===== src/design/utcs_pkg.sv =====
// ----------------------------------------------------------------------------
// utcs_pkg
// Shared constants, types and tables for the seconds to civil date pipeline.
// ----------------------------------------------------------------------------
package utcs_pkg;

  // stage counts of the three pipeline sections
  localparam int unsigned SplitStages = 4;
  localparam int unsigned CivilStages = 10;
  localparam int unsigned TodStages   = 3;
  localparam int unsigned TodAlign    = CivilStages - TodStages;
  localparam int unsigned Latency     = SplitStages + CivilStages;

  // multiple of 86400 that lifts every 36-bit signed time above zero
  localparam logic [36:0] EpochBias      = 37'd34359811200;
  // days from 0000-03-01 to the epoch minus the day bias above
  localparam logic [20:0] ZBias          = 21'd321785;
  localparam logic [20:0] Recip675Q30    = 21'd1590728;
  localparam logic [20:0] DaysPerEra     = 21'd146097;
  localparam logic [17:0] LastDayOfEra   = 18'd146096;
  localparam logic [17:0] DaysPerCentury = 18'd36524;
  localparam logic [7:0]  Recip365Q16    = 8'd179;
  localparam logic [9:0]  Recip365Q18    = 10'd718;
  localparam logic [6:0]  Recip60Q12     = 7'd68;
  localparam logic [16:0] SecsPerHour    = 17'd3600;
  localparam logic [16:0] SecsPerDay     = 17'd86400;

  typedef struct packed {
    logic [20:0] z;    // days since 0000-03-01
    logic [16:0] sod;  // second of the day
  } day_split_t;

  typedef struct packed {
    logic [4:0] hour;
    logic [5:0] minute;
    logic [5:0] second;
  } tod_t;

  // first day of each march-based month within the year
  function automatic logic [8:0] month_start(input logic [3:0] mp);
    logic [8:0] ms;
    case (mp)
      4'd0:    ms = 9'd0;
      4'd1:    ms = 9'd31;
      4'd2:    ms = 9'd61;
      4'd3:    ms = 9'd92;
      4'd4:    ms = 9'd122;
      4'd5:    ms = 9'd153;
      4'd6:    ms = 9'd184;
      4'd7:    ms = 9'd214;
      4'd8:    ms = 9'd245;
      4'd9:    ms = 9'd275;
      4'd10:   ms = 9'd306;
      4'd11:   ms = 9'd337;
      default: ms = 9'd0;
    endcase
    return ms;
  endfunction

endpackage


===== src/design/utcs_day_split.sv =====
// ----------------------------------------------------------------------------
// utcs_day_split
// Floor-divides signed seconds by 86400 into a march-based day count and a
// second of the day, using a biased reciprocal multiply and one correction.
// ----------------------------------------------------------------------------
module utcs_day_split (
  input  logic                  clk_i,
  input  logic                  rst_ni,
  input  logic                  valid_i,
  input  logic signed [35:0]    utc_seconds_i,
  output logic                  valid_o,
  output utcs_pkg::day_split_t  split_o
);
  import utcs_pkg::*;

  logic [SplitStages-1:0] vld_q;

  logic [36:0] u_d;
  logic [29:0] s1_x_q;
  logic [6:0]  s1_r7_q;

  logic [50:0] q_prod_d;
  logic [29:0] s2_x_q;
  logic [20:0] s2_q0_q;
  logic [6:0]  s2_r7_q;

  logic [29:0] r0_full_d;
  logic [10:0] s3_r0_q;
  logic [20:0] s3_q0_q;
  logic [6:0]  s3_r7_q;

  logic        carry_d;
  logic [10:0] rem_d;
  day_split_t  split_d;
  day_split_t  s4_split_q;

  // biased time is nonnegative, so plain division gives the floor
  assign u_d       = {utc_seconds_i[35], utc_seconds_i} + EpochBias;
  assign q_prod_d  = s1_x_q * Recip675Q30;
  assign r0_full_d = s2_x_q - 30'(s2_q0_q) * 30'd675;

  always_comb begin
    carry_d       = (s3_r0_q >= 11'd675);
    rem_d         = carry_d ? (s3_r0_q - 11'd675) : s3_r0_q;
    split_d.sod   = {rem_d[9:0], s3_r7_q};
    split_d.z     = s3_q0_q + (carry_d ? (ZBias + 21'd1) : ZBias);
  end

  always_ff @(posedge clk_i or negedge rst_ni) begin
    if (!rst_ni) begin
      vld_q <= '0;
    end else begin
      vld_q <= {vld_q[SplitStages-2:0], valid_i};
    end
  end

  always_ff @(posedge clk_i) begin
    s1_x_q     <= u_d[36:7];
    s1_r7_q    <= u_d[6:0];
    s2_x_q     <= s1_x_q;
    s2_q0_q    <= q_prod_d[50:30];
    s2_r7_q    <= s1_r7_q;
    s3_r0_q    <= r0_full_d[10:0];
    s3_q0_q    <= s2_q0_q;
    s3_r7_q    <= s2_r7_q;
    s4_split_q <= split_d;
  end

  assign valid_o = vld_q[SplitStages-1];
  assign split_o = s4_split_q;

  a_sod_range: assert property (@(posedge clk_i) disable iff (!rst_ni)
    vld_q[SplitStages-1] |-> (s4_split_q.sod < SecsPerDay) && (s4_split_q.z >= ZBias))
    else $error("day split out of range");

endmodule


===== src/design/utcs_tod.sv =====
// ----------------------------------------------------------------------------
// utcs_tod
// Splits the second of the day into hour, minute and second, then delays the
// result to line up with the date pipeline.
// ----------------------------------------------------------------------------
module utcs_tod (
  input  logic            clk_i,
  input  logic            rst_ni,
  input  logic            valid_i,
  input  logic [16:0]     sod_i,
  output logic            valid_o,
  output utcs_pkg::tod_t  tod_o
);
  import utcs_pkg::*;

  logic [CivilStages-1:0] vld_q;

  logic [4:0]  hour_d;
  logic [16:0] hrem_full_d;
  logic [4:0]  t1_hour_q;
  logic [11:0] t1_rem_q;

  logic [18:0] m_prod_d;
  logic [4:0]  t2_hour_q;
  logic [11:0] t2_rem_q;
  logic [5:0]  t2_m0_q;

  logic [11:0] r_full_d;
  logic [4:0]  t3_hour_q;
  logic [5:0]  t3_m0_q;
  logic [6:0]  t3_r_q;

  logic        mcarry_d;
  tod_t        tod_d;
  tod_t        align_q [TodAlign];

  always_comb begin
    hour_d = '0;
    for (int k = 1; k < 24; k++) begin
      if (sod_i >= 17'(k) * SecsPerHour) begin
        hour_d = 5'(k);
      end
    end
    hrem_full_d = sod_i - 17'(hour_d) * SecsPerHour;
  end

  assign m_prod_d = t1_rem_q * Recip60Q12;
  assign r_full_d = t2_rem_q - 12'(t2_m0_q) * 12'd60;

  always_comb begin
    mcarry_d     = (t3_r_q >= 7'd60);
    tod_d.hour   = t3_hour_q;
    tod_d.minute = t3_m0_q + 6'(mcarry_d);
    tod_d.second = mcarry_d ? 6'(t3_r_q - 7'd60) : t3_r_q[5:0];
  end

  always_ff @(posedge clk_i or negedge rst_ni) begin
    if (!rst_ni) begin
      vld_q <= '0;
    end else begin
      vld_q <= {vld_q[CivilStages-2:0], valid_i};
    end
  end

  always_ff @(posedge clk_i) begin
    t1_hour_q  <= hour_d;
    t1_rem_q   <= hrem_full_d[11:0];
    t2_hour_q  <= t1_hour_q;
    t2_rem_q   <= t1_rem_q;
    t2_m0_q    <= m_prod_d[17:12];
    t3_hour_q  <= t2_hour_q;
    t3_m0_q    <= t2_m0_q;
    t3_r_q     <= r_full_d[6:0];
    align_q[0] <= tod_d;
    for (int i = 1; i < TodAlign; i++) begin
      align_q[i] <= align_q[i-1];
    end
  end

  assign valid_o = vld_q[CivilStages-1];
  assign tod_o   = align_q[TodAlign-1];

  a_tod_range: assert property (@(posedge clk_i) disable iff (!rst_ni)
    vld_q[CivilStages-1] |->
      (tod_o.hour < 5'd24) && (tod_o.minute < 6'd60) && (tod_o.second < 6'd60))
    else $error("time of day out of range");

endmodule


===== src/design/utcs_civil.sv =====
// ----------------------------------------------------------------------------
// utcs_civil
// Turns a march-based day count into year, month and day through era, day of
// era, year of era, day of year and march-based month.
// ----------------------------------------------------------------------------
module utcs_civil (
  input  logic        clk_i,
  input  logic        rst_ni,
  input  logic        valid_i,
  input  logic [20:0] z_i,
  output logic        valid_o,
  output logic [11:0] year_o,
  output logic [3:0]  month_o,
  output logic [4:0]  dom_o
);
  import utcs_pkg::*;

  logic [CivilStages-1:0] vld_q;

  // stage 1: era and day of era
  logic [2:0]  era_d;
  logic [20:0] doe_full_d;
  logic [2:0]  c1_era_q;
  logic [17:0] c1_doe_q;

  // stage 2: doe/1460 estimate, doe/36524, last day of era
  logic [23:0] a_prod_d;
  logic [2:0]  cent_d;
  logic [2:0]  c2_era_q;
  logic [17:0] c2_doe_q;
  logic [6:0]  c2_a0_q;
  logic [2:0]  c2_cent_q;
  logic        c2_last_q;

  // stage 3: remainder of the estimate
  logic [15:0] ra_full_d;
  logic [2:0]  c3_era_q;
  logic [17:0] c3_doe_q;
  logic [6:0]  c3_a0_q;
  logic [2:0]  c3_cent_q;
  logic        c3_last_q;
  logic [9:0]  c3_ra_q;

  // stage 4: leap corrected day count
  logic [6:0]  a_d;
  logic [17:0] n_d;
  logic [2:0]  c4_era_q;
  logic [17:0] c4_doe_q;
  logic [17:0] c4_n_q;

  // stage 5: year of era estimate
  logic [27:0] y_prod_d;
  logic [2:0]  c5_era_q;
  logic [17:0] c5_doe_q;
  logic [17:0] c5_n_q;
  logic [8:0]  c5_y0_q;

  // stage 6: remainder of the estimate
  logic [17:0] ry_full_d;
  logic [2:0]  c6_era_q;
  logic [17:0] c6_doe_q;
  logic [8:0]  c6_y0_q;
  logic [9:0]  c6_ry_q;

  // stage 7: year of era
  logic [2:0]  c7_era_q;
  logic [17:0] c7_doe_q;
  logic [8:0]  c7_yoe_q;

  // stage 8: day of year
  logic [1:0]  centy_d;
  logic [17:0] doy_full_d;
  logic [2:0]  c8_era_q;
  logic [8:0]  c8_yoe_q;
  logic [8:0]  c8_doy_q;

  // stage 9: march-based month
  logic [10:0] t5_d;
  logic [3:0]  mp_d;
  logic [2:0]  c9_era_q;
  logic [8:0]  c9_yoe_q;
  logic [8:0]  c9_doy_q;
  logic [3:0]  c9_mp_q;

  // stage 10: calendar fields
  logic [8:0]  dom_full_d;
  logic [3:0]  mon_d;
  logic [11:0] year_d;
  logic [11:0] year_q;
  logic [3:0]  month_q;
  logic [4:0]  dom_q;

  always_comb begin
    era_d = '0;
    for (int k = 1; k < 8; k++) begin
      if (z_i >= 21'(k) * DaysPerEra) begin
        era_d = 3'(k);
      end
    end
    doe_full_d = z_i - 21'(era_d) * DaysPerEra;
  end

  assign a_prod_d = c1_doe_q[17:2] * Recip365Q16;

  always_comb begin
    cent_d = '0;
    for (int k = 1; k < 5; k++) begin
      if (c1_doe_q >= 18'(k) * DaysPerCentury) begin
        cent_d = 3'(k);
      end
    end
  end

  assign ra_full_d = c2_doe_q[17:2] - 16'(c2_a0_q) * 16'd365;

  always_comb begin
    a_d = c3_a0_q + 7'(c3_ra_q >= 10'd365);
    n_d = c3_doe_q - 18'(a_d) + 18'(c3_cent_q) - 18'(c3_last_q);
  end

  assign y_prod_d  = c4_n_q * Recip365Q18;
  assign ry_full_d = c5_n_q - 18'(c5_y0_q) * 18'd365;

  always_comb begin
    centy_d    = {1'b0, c7_yoe_q >= 9'd100} + {1'b0, c7_yoe_q >= 9'd200}
               + {1'b0, c7_yoe_q >= 9'd300};
    doy_full_d = c7_doe_q - 18'(c7_yoe_q) * 18'd365 - 18'(c7_yoe_q[8:2])
               + 18'(centy_d);
  end

  always_comb begin
    t5_d = 11'(c8_doy_q) * 11'd5 + 11'd2;
    mp_d = '0;
    for (int k = 1; k < 12; k++) begin
      if (t5_d >= 11'(k) * 11'd153) begin
        mp_d = 4'(k);
      end
    end
  end

  always_comb begin
    dom_full_d = c9_doy_q - month_start(c9_mp_q) + 9'd1;
    mon_d      = (c9_mp_q < 4'd10) ? (c9_mp_q + 4'd3) : (c9_mp_q - 4'd9);
    // january and february belong to the next civil year
    year_d     = 12'(c9_era_q) * 12'd400 + 12'(c9_yoe_q) + 12'(c9_mp_q >= 4'd10);
  end

  always_ff @(posedge clk_i or negedge rst_ni) begin
    if (!rst_ni) begin
      vld_q <= '0;
    end else begin
      vld_q <= {vld_q[CivilStages-2:0], valid_i};
    end
  end

  always_ff @(posedge clk_i) begin
    c1_era_q  <= era_d;
    c1_doe_q  <= doe_full_d[17:0];

    c2_era_q  <= c1_era_q;
    c2_doe_q  <= c1_doe_q;
    c2_a0_q   <= a_prod_d[22:16];
    c2_cent_q <= cent_d;
    c2_last_q <= (c1_doe_q == LastDayOfEra);

    c3_era_q  <= c2_era_q;
    c3_doe_q  <= c2_doe_q;
    c3_a0_q   <= c2_a0_q;
    c3_cent_q <= c2_cent_q;
    c3_last_q <= c2_last_q;
    c3_ra_q   <= ra_full_d[9:0];

    c4_era_q  <= c3_era_q;
    c4_doe_q  <= c3_doe_q;
    c4_n_q    <= n_d;

    c5_era_q  <= c4_era_q;
    c5_doe_q  <= c4_doe_q;
    c5_n_q    <= c4_n_q;
    c5_y0_q   <= y_prod_d[26:18];

    c6_era_q  <= c5_era_q;
    c6_doe_q  <= c5_doe_q;
    c6_y0_q   <= c5_y0_q;
    c6_ry_q   <= ry_full_d[9:0];

    c7_era_q  <= c6_era_q;
    c7_doe_q  <= c6_doe_q;
    c7_yoe_q  <= c6_y0_q + 9'(c6_ry_q >= 10'd365);

    c8_era_q  <= c7_era_q;
    c8_yoe_q  <= c7_yoe_q;
    c8_doy_q  <= doy_full_d[8:0];

    c9_era_q  <= c8_era_q;
    c9_yoe_q  <= c8_yoe_q;
    c9_doy_q  <= c8_doy_q;
    c9_mp_q   <= mp_d;

    year_q    <= year_d;
    month_q   <= mon_d;
    dom_q     <= dom_full_d[4:0];
  end

  assign valid_o = vld_q[CivilStages-1];
  assign year_o  = year_q;
  assign month_o = month_q;
  assign dom_o   = dom_q;

  a_month_range: assert property (@(posedge clk_i) disable iff (!rst_ni)
    vld_q[CivilStages-1] |-> (month_q >= 4'd1) && (month_q <= 4'd12) && (dom_q != 5'd0))
    else $error("month or day out of range");

  a_mp_range: assert property (@(posedge clk_i) disable iff (!rst_ni)
    vld_q[CivilStages-2] |-> (c9_mp_q <= 4'd11) && (c9_doy_q <= 9'd365))
    else $error("march-based month or day of year out of range");

endmodule


===== src/design/utc_seconds_to_civil_datetime.sv =====
// ----------------------------------------------------------------------------
// utc_seconds_to_civil_datetime
// A request passes the day split stages, then the date and time of day stages side by side.
// Throughput one request per cycle; busy_o stays low, the receiver cannot stall.
// Rate is set by the fourteen-stage pipeline, which spreads the constant divides over its stages.
// Reset clears only the valid bits; no request is in flight after reset.
// ----------------------------------------------------------------------------
module utc_seconds_to_civil_datetime (
  input  logic               clk_i,
  input  logic               rst_ni,
  input  logic               start_i,
  output logic               busy_o,
  input  logic signed [35:0] utc_seconds_i,
  output logic               valid_o,
  output logic [11:0]        year_o,
  output logic [3:0]         month_o,
  output logic [4:0]         day_of_month_o,
  output logic [4:0]         hour_o,
  output logic [5:0]         minute_o,
  output logic [5:0]         second_o
);
  import utcs_pkg::*;

  logic       split_valid;
  day_split_t split;
  logic       tod_valid;
  tod_t       tod;
  logic       date_valid;

  // fully pipelined, never holds a request off
  assign busy_o = 1'b0;

  utcs_day_split u_split (
    .clk_i         (clk_i),
    .rst_ni        (rst_ni),
    .valid_i       (start_i),
    .utc_seconds_i (utc_seconds_i),
    .valid_o       (split_valid),
    .split_o       (split)
  );

  utcs_tod u_tod (
    .clk_i   (clk_i),
    .rst_ni  (rst_ni),
    .valid_i (split_valid),
    .sod_i   (split.sod),
    .valid_o (tod_valid),
    .tod_o   (tod)
  );

  utcs_civil u_civil (
    .clk_i   (clk_i),
    .rst_ni  (rst_ni),
    .valid_i (split_valid),
    .z_i     (split.z),
    .valid_o (date_valid),
    .year_o  (year_o),
    .month_o (month_o),
    .dom_o   (day_of_month_o)
  );

  assign valid_o  = date_valid;
  assign hour_o   = tod.hour;
  assign minute_o = tod.minute;
  assign second_o = tod.second;

  a_paths_aligned: assert property (@(posedge clk_i) disable iff (!rst_ni)
    tod_valid == date_valid)
    else $error("time and date paths out of step");

  a_latency: assert property (@(posedge clk_i) disable iff (!rst_ni)
    valid_o |-> $past(start_i, Latency))
    else $error("result without a matching request");

endmodule

===== config.mk =====
export PLATFORM = sky130hd
export DESIGN_NAME = utc_seconds_to_civil_datetime
export DESIGN_NICKNAME = d
export VERILOG_FILES = /design/src/design/utcs_pkg.sv /design/src/design/utcs_day_split.sv /design/src/design/utcs_tod.sv /design/src/design/utcs_civil.sv /design/src/design/utc_seconds_to_civil_datetime.sv
export SDC_FILE = /design/constraint.sdc
export NUM_CORES = 2
export LEC_CHECK = 0
export BUFFER_PORTS_ARGS = -buffer_cell sky130_fd_sc_hd__clkbuf_2
export CORE_ASPECT_RATIO = 0.6
export CORE_UTILIZATION = 45
export DETAILED_ROUTE_END_ITERATION = 10
export GPL_TIMING_DRIVEN = 0
export PLACE_DENSITY_LB_ADDON = 0.2
export SLEW_MARGIN = 20
export SYNTH_ARGS = -nofsm -noshare
export SYNTH_HDL_FRONTEND = slang
export SYNTH_SLANG_ARGS = --single-unit

===== constraint.sdc =====
create_clock -name clk_i -period 6.85 [get_ports clk_i]
set_input_delay 1.37 -clock clk_i [delete_from_list [all_inputs] [get_ports clk_i]]
set_output_delay 1.37 -clock clk_i [all_outputs]
set_load 0.02 [all_outputs]

==> metrics.json <==
{
  "global_routing": {
    "globalRouteTotalUtil_pct": 17.7,
    "antenna_found_initial": 1,
    "first_global_vias": 22862,
    "first_pass_grt_wire_length_um": 121000,
    "grt_max_degree": 18,
    "gr-total-overflow": 0
  },
  "run_status": {
    "outcome": "completed"
  },
  "worst_setup_path": {
    "critical_path.endpoint_type": "flop",
    "regToRegEndpoint": "u_split.s2_q0_q[19]",
    "cp.required_ns": 7.33,
    "critPathKind": "flop to flop",
    "setup.worst_path.start_class": "flop",
    "critical_path_peak_fanout": 9,
    "critical_path_arrival_ns": 6.88,
    "r2r.worst_path.cells": 17,
    "r2r_slack_ns": 0.46,
    "rr_startpoint": "u_split.s1_x_q[10]"
  },
  "yosys": {
    "most_used_dff_post_synth": "dfxtp_1",
    "synth_area_per_cell_um2": 10.8,
    "yosys.area.top_type": "dfxtp_1",
    "synth.net_count": 4533,
    "yosys_warning_count": 0,
    "synth.yosys.seq_area_share_pct": 32.6,
    "postSynthCellCount": 3481,
    "synth_enable_flop_cells": 0,
    "asyncSetResetFlopFracSynth_pct": 2.30,
    "synth_top_area_share_pct": 31.7,
    "synth.distinct_cells": 87,
    "synth.cell_area_um2": 37700,
    "cell_types_occupying_the_most_area_after_synthesis": "dfxtp_1, ha_1, fa_1",
    "synth.ff_latch_count": 610
  },
  "sta": {
    "hold_viol": 0,
    "finalCritPeriodShare_pct": 93.3,
    "grt_setup_unrepaired": "no",
    "fin_worst_hold_slack_ns": 0.323,
    "tns_ns": 0,
    "skew_ns": 0.0199,
    "slew_headroom_pct": 45.6,
    "setup_violations": 0,
    "timing.final.crit_period_ns": 6.39,
    "worstMarginPinSlew_ns": 0.805,
    "maxClockFrequency_mhz": 156,
    "drv_slew": 0
  },
  "final_layout": {
    "nFillCells": 7470,
    "antenna_cells_inserted": 0,
    "area_of_the_multi_input_gates_um2": 22900,
    "syn2layout_area_growth_pct": 9.83,
    "layout_cells_sized_above_1_pct": 5.74,
    "final_design_area_no_fill_um2": 41400,
    "seqCellArea_um2": 12300,
    "mostFrequentLayoutCells": "ha_1, inv_1, dfxtp_1",
    "num-nets-final": 4666,
    "layout_commonest_cell": "ha_1"
  },
  "detailed_routing": {
    "wl_per_cell_um": 14.9,
    "drc_errors": 0,
    "drtPass1Iterations": 5,
    "drt-initial-drc-count": 1286,
    "totalWireLength_um": 71400,
    "num_vias": 22737,
    "via_per_inst": 4.76,
    "drt.antenna.violating_nets": 0
  },
  "floorplan": {
    "die_area_um2": 84900,
    "core_region_area_um2": 82200,
    "initial_utilization_pct": 45.8,
    "io-pin-count": 79,
    "rows": 81,
    "die-height_um": 226,
    "die_w_um": 375
  },
  "clocking": {
    "cts-root-to-sink-buffers": 3,
    "tritoncts": "yes",
    "root_buffer": "clkbuf_16",
    "number_of_buffers_created_by_cts": 54,
    "hold_buffers": 0,
    "cts.sinks": 610,
    "clock_insertion_delay_worst_skew_ns": 0.61,
    "clkSlewWorstSetupHoldPaths_ns": 0.06,
    "cts-htree-levels": 2
  },
  "placed_design": {
    "placed_cell_areas_um2": 39400,
    "port-buffer-count": 77,
    "place.gp.congestion": 0.871,
    "detailed_placer_s_ending_hpwl_um": 58500
  },
  "min_path": {
    "worstHoldPathType": "flop to flop",
    "hold_depth": 0,
    "min-delay-start": "u_tod.align_q[2][6]",
    "holdPathEnd": "u_tod.align_q[3][6]"
  },
  "run": {
    "cap_viol_max_count": 0
  }
}
repair_timing:
item | 4_1_cts | 5_1_grt
resized for setup | 0 | 5
setup endpoints to repair | 0 | 2
buffers inserted | 0 | 0
cells in the mapped netlist, types with 4 or more instances:
library cell / instances
dfxtp_1: 596
a31o_2: 7
and2_1: 15
or3_1: 8
and3_1: 25
a21boi_0: 7
a211oi_1: 15
fa_1: 331
nand2_1: 108
o21bai_1: 19
clkbuf_1: 26
o211ai_1: 13
o21ai_0: 64
nor3b_1: 5
dfrtp_1: 14
ha_1: 682
xor2_1: 75
nand4_1: 15
a31oi_1: 12
a21o_1: 57
nor2b_1: 21
a21boi_1: 10
a311o_1: 8
a311oi_1: 6
or2_2: 6
nor3_1: 38
nand2b_1: 26
o41ai_1: 4
inv_2: 6
o31ai_1: 13
nor2_1: 116
nor4_1: 11
o21a_1: 22
o31a_1: 5
inv_1: 630
a41o_1: 4
and4_1: 4
a21oi_1: 123
or4_1: 8
o21ai_1: 21
a211o_1: 8
nand3_1: 51
xnor2_1: 185
per-layer routing:
| layer | up-vias | global-route usage (%) | routed length, um |
|---|---|---|---|
| met5 | - | 0 | 0 |
| met4 | 0 | 2.62 | 687 |
| met3 | 47 | 2.99 | 3310 |
| met2 | 365 | 23.4 | 25800 |
| met1 | 10647 | 29.5 | 41600 |
| li1 | 11678 | - | - |
worst max-delay path by stage:
stage	startpoint	to	slack (ns)
6_report	u_split.s1_x_q[10]	u_split.s2_q0_q[19]	0.46
5_1_grt	u_split.s1_x_q[2]	u_split.s2_q0_q[19]	0.03
4_1_cts	u_split.s1_x_q[15]	u_split.s2_q0_q[19]	0.30
3_5_place_dp	u_split.s1_x_q[15]	u_split.s2_q0_q[19]	0.34
3_3_place_gp	u_split.s1_x_q[15]	u_split.s2_q0_q[19]	0.34
2_1_floorplan	u_split.s1_x_q[4]	u_split.s2_q0_q[19]	1.40
cells by family (layout without fill, tap and decap cells):
| family | Yosys count | after routing | share of synthesized area [%] |
|---|---|---|---|
| other | 1 | 1 | 0.00996 |
| multiplexers | 5 | 5 | 0.143 |
| buffers and inverters | 667 | 844 | 6.68 |
| AO/OA/AOI/OAI | 458 | 458 | 8.14 |
| XOR/XNOR | 260 | 260 | 6.05 |
| adder cells (fa/ha/maj) | 1013 | 1013 | 40.3 |
| AND/OR/NAND/NOR | 467 | 467 | 6.11 |
| flip-flops | 610 | 610 | 32.6 |
area by class of cell:
cell class                      count  area share (%)
Multi-Input combinational cell   2204            55.3
Sequential cell                   610            29.7
Inverter                          636            5.77
Clock buffer                       70            3.74
Tap cell                         1120            3.39
Timing Repair Buffer               77           0.932
Clock inverter                     30           0.883
Buffer                             31           0.315
stage by stage:
step	worst slack, ns	cells	util [%]
final	0.458	4778	50.3
after global routing	0.0297	4778	50.3
after CTS	0.304	4778	50.3
after detailed placement	0.339	4678	48.0
after global placement	0.340	4678	48.0
after floorplan	1.40	3481	-
flip-flops by register name, indices dropped and copies added, names as in the netlist, 10 cells and up:
name,cells
u_civil.c3_ra_q,10
u_split.s3_q0_q,21
u_split.s2_q0_q,21
u_tod.align_q,119
u_civil.c3_doe_q,18
u_split.s2_x_q,11
u_civil.c4_n_q,18
u_split.s3_r0_q,11
u_civil.c1_doe_q,18
u_split.s1_x_q,30
u_split.split_o,38
u_civil.vld_q,10
u_civil.c2_doe_q,18
u_civil.year_o,12
u_civil.c5_n_q,10
u_tod.t1_rem_q,12
u_civil.c6_ry_q,10
worst max-delay path, cell delays in order, from the launching register on:
cell,delay [ns]
dfxtp_1,0.81
fa_1,0.55
ha_1,0.29
ha_1,0.22
fa_1,0.55
fa_1,0.45
fa_1,0.50
ha_1,0.32
a21oi_1,0.15
a2bb2oi_1,0.18
a21boi_1,0.11
or4_1,0.46
o21a_1,0.26
nor3b_1,0.45
nor4_1,0.20
o41ai_2,0.48
o21bai_1,0.14
xor2_1,0.16
Power is left out: the tool's default activity adds up to more than one toggle a clock period on the data nets, which glitch-free logic cannot reach.
